===== config.mk =====
export PLATFORM = sky130hd
export DESIGN_NAME = scalar_kalman_angle_filter
export DESIGN_NICKNAME = d
export VERILOG_FILES = /design/src/skaf_pkg.sv /design/src/scalar_kalman_angle_filter.sv
export SDC_FILE = /design/constraint.sdc
export NUM_CORES = 2
export LEC_CHECK = 0
export BUFFER_PORTS_ARGS = -buffer_cell sky130_fd_sc_hd__buf_2
export CAP_MARGIN = 20
export CORE_MARGIN = 3
export CORE_UTILIZATION = 39
export CTS_BUF_LIST = sky130_fd_sc_hd__clkbuf_8
export CTS_CLUSTER_DIAMETER = 30
export CTS_CLUSTER_SIZE = 14
export DETAILED_ROUTE_END_ITERATION = 8
export PLACE_DENSITY_LB_ADDON = 0.08
export SETUP_SLACK_MARGIN = 0.15
export SLEW_MARGIN = 20
export SYNTH_ARGS = -nofsm -noshare
export SYNTH_HDL_FRONTEND = slang
export SYNTH_SLANG_ARGS = --single-unit

===== constraint.sdc =====
create_clock -name clk_i -period 10.1 [get_ports clk_i]
set_input_delay 0.505 -clock clk_i [delete_from_list [all_inputs] [get_ports clk_i]]
set_output_delay 0.505 -clock clk_i [all_outputs]
set_load 0.02 [all_outputs]

===== src/skaf_pkg.sv =====
package skaf_pkg;

  localparam int unsigned DataW   = 32;
  localparam int unsigned CfgIdxW = 2;

  localparam logic [CfgIdxW-1:0] RegProcessNoise     = 2'd0;
  localparam logic [CfgIdxW-1:0] RegMeasurementNoise = 2'd1;

  localparam logic [DataW-1:0] ProcessNoiseReset     = 32'd66;
  localparam logic [DataW-1:0] MeasurementNoiseReset = 32'd65536;

  typedef enum logic [2:0] {
    StIdle,
    StPredict,
    StDivide,
    StMulEst,
    StMulCov,
    StFinish,
    StDone
  } state_e;

endpackage


===== src/scalar_kalman_angle_filter.sv =====
// Scalar Kalman filter for one angle in signed fixed point. Each input transfer carries
// one measured angle; the block predicts the covariance, forms the gain P/(P+R) with a
// restoring divider that yields one quotient bit per cycle, then updates the estimate and
// the covariance through one shared multiplier. When P + Q and R are both zero the
// divider is skipped. The input is stalled from the transfer until the result has been
// taken. Configuration writes are always taken and should only be made while the block
// is idle.
module scalar_kalman_angle_filter #(
  parameter int unsigned FRAC_BITS = 16,
  parameter int unsigned GAIN_BITS = 16
) (
  input  logic                               clk_i,
  input  logic                               rst_ni,
  input  logic                               cfg_valid_i,
  output logic                               cfg_ready_o,
  input  logic [skaf_pkg::CfgIdxW-1:0]       cfg_index_i,
  input  logic [skaf_pkg::DataW-1:0]         cfg_data_i,
  input  logic                               in_valid_i,
  output logic                               in_stall_o,
  input  logic signed [skaf_pkg::DataW-1:0]  measured_angle_i,
  output logic                               out_valid_o,
  input  logic                               out_stall_i,
  output logic signed [skaf_pkg::DataW-1:0]  filtered_angle_o,
  output logic [skaf_pkg::DataW-1:0]         error_variance_o
);

  localparam int unsigned GW   = GAIN_BITS + 1;
  localparam int unsigned CntW = $clog2(GAIN_BITS + 1);
  localparam int unsigned PW   = GAIN_BITS + 35;
  localparam logic [GW-1:0] GainOne = GW'(1) << GAIN_BITS;
  localparam logic [31:0] CovReset = 32'(64'd1 << FRAC_BITS);
  localparam logic signed [34:0] SMax = 35'sd2147483647;
  localparam logic signed [34:0] SMin = -35'sd2147483648;

  skaf_pkg::state_e state_q, state_d;

  logic [31:0]        q_noise_q, r_noise_q;
  logic [31:0]        meas_q;
  logic [31:0]        est_q, est_d;
  logic [31:0]        cov_q, cov_d;
  logic [31:0]        p_q, p_d;
  logic [32:0]        denom_q, denom_d;
  logic [32:0]        rem_q, rem_d;
  logic [GW-1:0]      gain_q, gain_d;
  logic [CntW-1:0]    cnt_q, cnt_d;
  logic signed [PW-1:0] prod_q, prod_d;

  logic [32:0]        p_sum;
  logic [31:0]        p_sat;
  logic [32:0]        denom_c;
  logic               denom_zero;
  logic [33:0]        rem_sh;
  logic               rem_ge;
  logic signed [32:0] innov;
  logic signed [GAIN_BITS+1:0] mul_a;
  logic signed [32:0] mul_b;
  logic signed [PW-1:0] step_full;
  logic signed [34:0] est_sum;
  logic [34:0]        cov_full;

  assign cfg_ready_o = 1'b1;

  always_ff @(posedge clk_i or negedge rst_ni) begin
    if (!rst_ni) begin
      q_noise_q <= skaf_pkg::ProcessNoiseReset;
      r_noise_q <= skaf_pkg::MeasurementNoiseReset;
    end else if (cfg_valid_i && cfg_ready_o) begin
      unique case (cfg_index_i)
        skaf_pkg::RegProcessNoise:     q_noise_q <= cfg_data_i;
        skaf_pkg::RegMeasurementNoise: r_noise_q <= cfg_data_i;
        default: ;
      endcase
    end
  end

  assign p_sum      = {1'b0, cov_q} + {1'b0, q_noise_q};
  assign p_sat      = p_sum[32] ? 32'hFFFF_FFFF : p_sum[31:0];
  assign denom_c    = {1'b0, p_sat} + {1'b0, r_noise_q};
  assign denom_zero = (denom_c == 33'd0);

  assign rem_sh = {rem_q, 1'b0};
  assign rem_ge = (rem_sh >= {1'b0, denom_q});

  assign innov = $signed({meas_q[31], meas_q}) - $signed({est_q[31], est_q});

  always_comb begin
    if (state_q == skaf_pkg::StMulEst) begin
      mul_a = $signed({1'b0, gain_q});
      mul_b = innov;
    end else begin
      mul_a = $signed({1'b0, GainOne - gain_q});
      mul_b = $signed({1'b0, p_q});
    end
  end

  assign prod_d = mul_a * mul_b;

  assign step_full = prod_q >>> GAIN_BITS;
  assign est_sum   = $signed({{3{est_q[31]}}, est_q}) + $signed(step_full[34:0]);
  assign cov_full  = prod_q[GAIN_BITS+34:GAIN_BITS];

  always_comb begin
    state_d = state_q;
    unique case (state_q)
      skaf_pkg::StIdle: begin
        if (in_valid_i) begin
          state_d = skaf_pkg::StPredict;
        end
      end
      skaf_pkg::StPredict: begin
        state_d = denom_zero ? skaf_pkg::StMulEst : skaf_pkg::StDivide;
      end
      skaf_pkg::StDivide: begin
        if (cnt_q == CntW'(1)) begin
          state_d = skaf_pkg::StMulEst;
        end
      end
      skaf_pkg::StMulEst: state_d = skaf_pkg::StMulCov;
      skaf_pkg::StMulCov: state_d = skaf_pkg::StFinish;
      skaf_pkg::StFinish: state_d = skaf_pkg::StDone;
      skaf_pkg::StDone: begin
        if (!out_stall_i) begin
          state_d = skaf_pkg::StIdle;
        end
      end
      default: state_d = skaf_pkg::StIdle;
    endcase
  end

  always_comb begin
    p_d     = p_q;
    denom_d = denom_q;
    rem_d   = rem_q;
    gain_d  = gain_q;
    cnt_d   = cnt_q;
    est_d   = est_q;
    cov_d   = cov_q;
    unique case (state_q)
      skaf_pkg::StPredict: begin
        p_d     = p_sat;
        denom_d = denom_c;
        cnt_d   = CntW'(GAIN_BITS);
        if (denom_zero) begin
          gain_d = '0;
          rem_d  = '0;
        end else if ({1'b0, p_sat} == denom_c) begin
          gain_d = GW'(1);
          rem_d  = '0;
        end else begin
          gain_d = '0;
          rem_d  = {1'b0, p_sat};
        end
      end
      skaf_pkg::StDivide: begin
        cnt_d  = cnt_q - CntW'(1);
        gain_d = {gain_q[GW-2:0], rem_ge};
        rem_d  = rem_ge ? 33'(rem_sh - {1'b0, denom_q}) : rem_sh[32:0];
      end
      skaf_pkg::StMulCov: begin
        if (est_sum > SMax) begin
          est_d = 32'h7FFF_FFFF;
        end else if (est_sum < SMin) begin
          est_d = 32'h8000_0000;
        end else begin
          est_d = est_sum[31:0];
        end
      end
      skaf_pkg::StFinish: begin
        cov_d = (|cov_full[34:32]) ? 32'hFFFF_FFFF : cov_full[31:0];
      end
      default: ;
    endcase
  end

  always_ff @(posedge clk_i or negedge rst_ni) begin
    if (!rst_ni) begin
      state_q <= skaf_pkg::StIdle;
      est_q   <= '0;
      cov_q   <= CovReset;
      cnt_q   <= '0;
    end else begin
      state_q <= state_d;
      est_q   <= est_d;
      cov_q   <= cov_d;
      cnt_q   <= cnt_d;
    end
  end

  always_ff @(posedge clk_i) begin
    if (in_valid_i && !in_stall_o) begin
      meas_q <= measured_angle_i;
    end
    p_q     <= p_d;
    denom_q <= denom_d;
    rem_q   <= rem_d;
    gain_q  <= gain_d;
    if (state_q == skaf_pkg::StMulEst || state_q == skaf_pkg::StMulCov) begin
      prod_q <= prod_d;
    end
  end

  always_comb begin
    in_stall_o       = (state_q != skaf_pkg::StIdle);
    out_valid_o      = (state_q == skaf_pkg::StDone);
    filtered_angle_o = est_q;
    error_variance_o = cov_q;
  end

endmodule


# == Yosys cells after proc, flatten, opt, wreduce, memory -nomap -nowiden ==
# Index checks and enable logic that the tools add are counted.
# word_totals
ff_bits,334
inputBits,71
output_inout_bits,67
wordCells,66
# op_classes
addsub,7
n_mul,1
magnitude_cmp,3
eq_ne,12
mux,19
reduce_logical,12
# op_table
cell,count
32-bit 2-to-1 mux,6
32-bit by 32-bit adder with 33-bit output,2
33-bit 2-to-1 mux,2
33-bit case mux with 2 select lines,1
18-bit by 33-bit multiplier with 51-bit output,1
32-bit by 35-bit adder with 35-bit output,1
35-bit by 32-bit > comparator with 1-bit output (second input constant),1
35-bit by 32-bit less-than comparator with 1-bit output (second input constant),1
34-bit by 33-bit >= comparator with 1-bit output,1
17-bit case mux with 2 select lines,1
32-bit by 33-bit == test with 1-bit output,1
33-bit zero test,1
32-bit by 32-bit subtractor with 33-bit output,1
33-bit subtractor,1
3-bit case mux with 7 select lines,1
17-bit 2-to-1 mux,1
17-bit subtractor (first input constant),1
5-bit case mux with 2 select lines,1
3-bit == test (second input constant),3
3-bit 2-to-1 mux,3
3-bit by 2-bit == test with 1-bit output (second input constant),2
2-bit inequality test (second input constant),3
5-bit by 1-bit == test with 1-bit output (second input constant),1
5-bit by 1-bit subtractor with 5-bit output (second input constant),1
13 further kinds,16

# == Longest topological paths before layout ==
# depth
word_depth,7
ltp_mapped,40
ltp_nobuf,39

# == Least setup slack after synthesis ==
# OpenSTA, ideal clock, no wires.
# synth_path
path_type,register to register
start,"register est_q[0], in the netlist filtered_angle_o[0]"
end,"register prod_q[50], data pin"
setup_time_ns,0.260
arrival_ns,9.103
required_ns,9.840
setup_slack_ns,0.737
path_stages_with_launch,40
n_path_buf,1
path_cell_list,dfrtp_1 -> ha_1 -> fa_1 -> nor2b_1 -> o21ai_0 -> a21boi_0 -> o21ai_0 -> a21boi_0 -> o21ai_0 -> nand2b_1 -> a21o_1 -> a21oi_1 -> xor2_1 -> o21ai_1 -> clkbuf_1 -> nand2_1 -> fa_1 -> inv_1 -> (+4 left out) -> fa_1 -> fa_1 -> inv_1 -> fa_1 -> inv_1 -> ha_1 -> a21o_1 -> a21o_1 -> a21oi_1 -> o21ai_0 -> a221o_1 -> a31oi_1 -> o221ai_1 -> a311oi_1 -> o211ai_1 -> a31oi_1 -> o21bai_1 -> xnor2_1
# synth_between
elab_chain_cells,3
# synth_lines
item,line,text
start: declaration,scalar_kalman_angle_filter.sv:39,"logic [31:0] est_q, est_d;"
start signal: assignment,scalar_kalman_angle_filter.sv:183,est_q <= est_d;
32-bit by 32-bit subtractor with 33-bit output,scalar_kalman_angle_filter.sv:84,"assign innov = $signed({meas_q[31], meas_q}) - $signed({est_q[31], est_q});"
33-bit 2-to-1 mux,scalar_kalman_angle_filter.sv:87,if (state_q == skaf_pkg::StMulEst) begin
18-bit by 33-bit multiplier with 51-bit output,scalar_kalman_angle_filter.sv:96,assign prod_d = mul_a * mul_b;
net prod_d[50],scalar_kalman_angle_filter.sv:46,"logic signed [PW-1:0] prod_q, prod_d;"
end signal: assignment,scalar_kalman_angle_filter.sv:198,prod_q <= prod_d;
end: declaration,scalar_kalman_angle_filter.sv:46,
# The timed path passes the listed nets, and every way through them passes these cells.
# A chain may end at the register's enable or synchronous reset.

# == Final worst setup path ==
# layout_path
start,"register est_q[12], in the netlist filtered_angle_o[12]"
end,"register prod_q[50], data pin"
# Same word-level chain as after synthesis.

==> metrics.yaml <==
status:
  status: "finished clean"
timing:
  setup_viol: 0
  finalClockSkew_ns: 0.04013
  finalHoldViolCount: 0
  finalMaxSlewViolations: 0
  tightest_slew_ns: 1.089
  fmax_ghz: 0.1059
  period_needed_ns: 9.440
  slew_headroom: 0.2712
  rsz0062_at_grt: "false"
  finalCritPeriodShare: 0.9346
placement:
  dp_hpwl_um: 113200
  placement.cell_area_um2: 43480
  globalplace.congestion: 0.9142
  placedCellCount: 5926
  portBuffers: 136
worst_setup_path:
  setup.worst_path.end_class: "register"
  crit_slowest_cell: "fa_1"
  cp_max_fo: 6
  arrival_ns: 9.91
  r2r_slack_ns: 0.66
  r2r_start: "filtered_angle_o[12]"
  crit_type: "reg2reg"
  critical_path_required_ns: 10.57
  r2r_end: "prod_q[50]"
  r2r_cells: 38
  max_stage_delay_ns: 0.55
  startpoint_type: "register"
synth:
  netlist_instances: 4474
  ys_ff_latch: 318
  synth_top_family_by_area: "adder cells"
  yosysWarningCount: 0
  synth_simple_gate_area_share: 0.1415
  synthAdderAreaFrac: 0.3526
  yosysTopAreaCell: "fa_1"
  yosys-top-cells-count: "inv_1 (750), fa_1 (539), nand2_1 (539)"
  async_flop_share: 0.4277
  synthXorXnorAreaFrac: 0.04697
  yosysMostFrequentCell: "inv_1"
  synth-compound-area-share: 0.1290
  netlist_top_cells_area: "fa_1 (27%), edfxtp_1 (13%), ha_1 (8.7%)"
  muxShareOfSynthArea: 0.02472
  syn_area_um2: 40650
  syn_nets: 5367
  avgSynthCellArea_um2: 9.086
  seq_area_frac_synth: 0.2183
  yosysUniqueCellTypes: 101
  synth-main-ff-cell: "edfxtp_1"
  yosysTopAreaCellShare: 0.2654
  synth_edf_count: 182
drt:
  firstDrtPassIters: 5
  wl_met2_um: 58410
  dr.max_layer_used: "met4"
  dr_wl_met3_um: 9213
  vias: 32712
  drc: 0
  routed_wl_um: 138500
  drtAntennaViolNets: 0
  wl_per_cell_um: 22.52
  wl_met1_um: 67560
  vias_per_cell: 5.318
  first_iter_violations: 2402
final_layout:
  design_area_um2: 46270
  drive_gt1_frac: 0.1195
  area_growth_syn_to_layout_pct: 13.83
  instances_no_fill: 6151
  nets: 5599
global_route:
  grt_usage: 0.2609
  grt_max_degree: 80
  grt_first_pass_wirelength_um: 212300
  grt_pass1_vias: 32980
  antenna_found_initial: 3
  grt_overflow: 0
clocking:
  insertion_delay_ns: 0.73
  root_buffer: "clkbuf_8"
  cts.clk_slew.worst_paths_ns: 0.06
  clockBufferDepth: 3
  numClockSinks: 318
  cts_tree: "yes"
  cts_made_buffers: 86
  h-tree-depth: 3
floorplanning:
  io_pins: 138
  start_util: 0.3961
  rows: 117
  chipHeight_um: 328.9
  die_area_um2: 108100
  fp.dieW_um: 328.9
  core_um2: 102600
hold_path:
  worstHoldStart: "cfg_data_i[6]"
  min_path_type: "in2reg"
  hold-path-cell-count: 2
  whs_endpoint: "q_noise_q[6]"
flow_run:
  cap_violations: 0
-- per-stage QoR --
| stage | utilization | setup WS (ns) | TNS (ns) | hold slack (ns) |
|---|---|---|---|---|
| after floorplan | - | 0.7374 | 0 | 0.2094 |
| after global placement | 0.4237 | 0.09900 | 0 | 0.4957 |
| after detailed placement | 0.4237 | -0.01819 | -0.01819 | 0.5014 |
| after CTS | 0.4498 | 0.2120 | 0 | 0.0004857 |
| after global routing | 0.4508 | 0.1513 | 0 | 0.03434 |
| final | 0.4509 | 0.6601 | 0 | 0.06381 |
-- cell type report --
type	instances	area [um2]
clock buffers	92	1266
fillers	10110	56350
clock inverters	69	819.5
flip-flops and latches	318	8875
diodes	4	10.01
well taps	1368	1712
multi-input cells	3228	28520
repair buffers	321	2250
inverters	751	2819
-- layer usage --
layer  GRT usage  vias up
met5           0        -
met4     0.06364        0
met3     0.04303      179
met2      0.3809     1013
met1      0.3999    16371
li1            -    15149
-- worst max-delay path, delay by kind of cell, from the launching register on --
kind | cells | cell delay [ns]
flip-flops | 1 | 0.43
XOR/XNOR | 2 | 0.34
buffers and inverters | 6 | 0.52
AND/OR/NAND/NOR | 4 | 0.58
adder cells (fa/ha/maj) | 8 | 3.75
AO/OA/AOI/OAI | 18 | 3.57
-- cells by family after synthesis --
family | after synthesis
and+or+nand+nor | 1297
xor gates and xnor gates | 218
adders and majority gates | 822
AOI/OAI and AO/OA | 798
other | 1
buffers and inverters | 928
DFF | 318
muxes | 92
-- timing repair --
| action | 4_1_cts | 5_1_grt |
|---|---|---|
| setup endpoints to repair | 7 | 14 |
| resized for setup | 3 | 28 |
| gates cloned | 0 | 0 |
| pin swaps | 0 | 4 |
| hold buffers | 58 | 0 |
| setup buffers | 0 | 2 |
| hold endpoints to repair | 158 | 0 |
-- flip-flops by register name (all words and copies together), names as in the netlist, 32 cells and up --
name	count
q_noise_q	32
r_noise_q	32
error_variance_o	32
rem_q	33
meas_q	32
filtered_angle_o	32
prod_q	35
p_q	32
denom_q	33
-- worst max path at each step --
stage / from / endpoint / slack (ns) / depth (start not counted)
global placement: filtered_angle_o[0] / prod_q[50] / 0.1 / 39
global route: filtered_angle_o[0] / prod_q[50] / 0.15 / 39
detailed placement: filtered_angle_o[0] / prod_q[50] / -0.02 / 37
floorplan: filtered_angle_o[0] / prod_q[50] / 0.74 / 39
CTS: filtered_angle_o[0] / prod_q[50] / 0.21 / 37
finish: filtered_angle_o[12] / prod_q[50] / 0.66 / 38
-- layout by cell type, fill, tap and decap left out, types with 17 or more instances in the layout --
cell and n:
inv_1 755, fa_1 539, nand2_1 537, nor2_1 381, ha_1 283, a21oi_1 208, edfxtp_1 182, o21ai_0 143
buf_2 135, dfrtp_1 131, xnor2_1 130, buf_4 124, a21o_1 102, clkbuf_8 92, xor2_1 74, nand3_1 73
mux2_2 67, dlygate4sd3_1 58, and2_1 57, nor3_1 53, o22ai_1 49, a31oi_1 42, o21a_1 34, nor2b_1 34
o22a_1 33, nand4_1 30, o21bai_1 25, mux2i_1 23, nand2b_1 22, or3_1 17
Power is not shown: default switching activity piles up to over one toggle a cycle in this logic, so the estimate is an artifact.
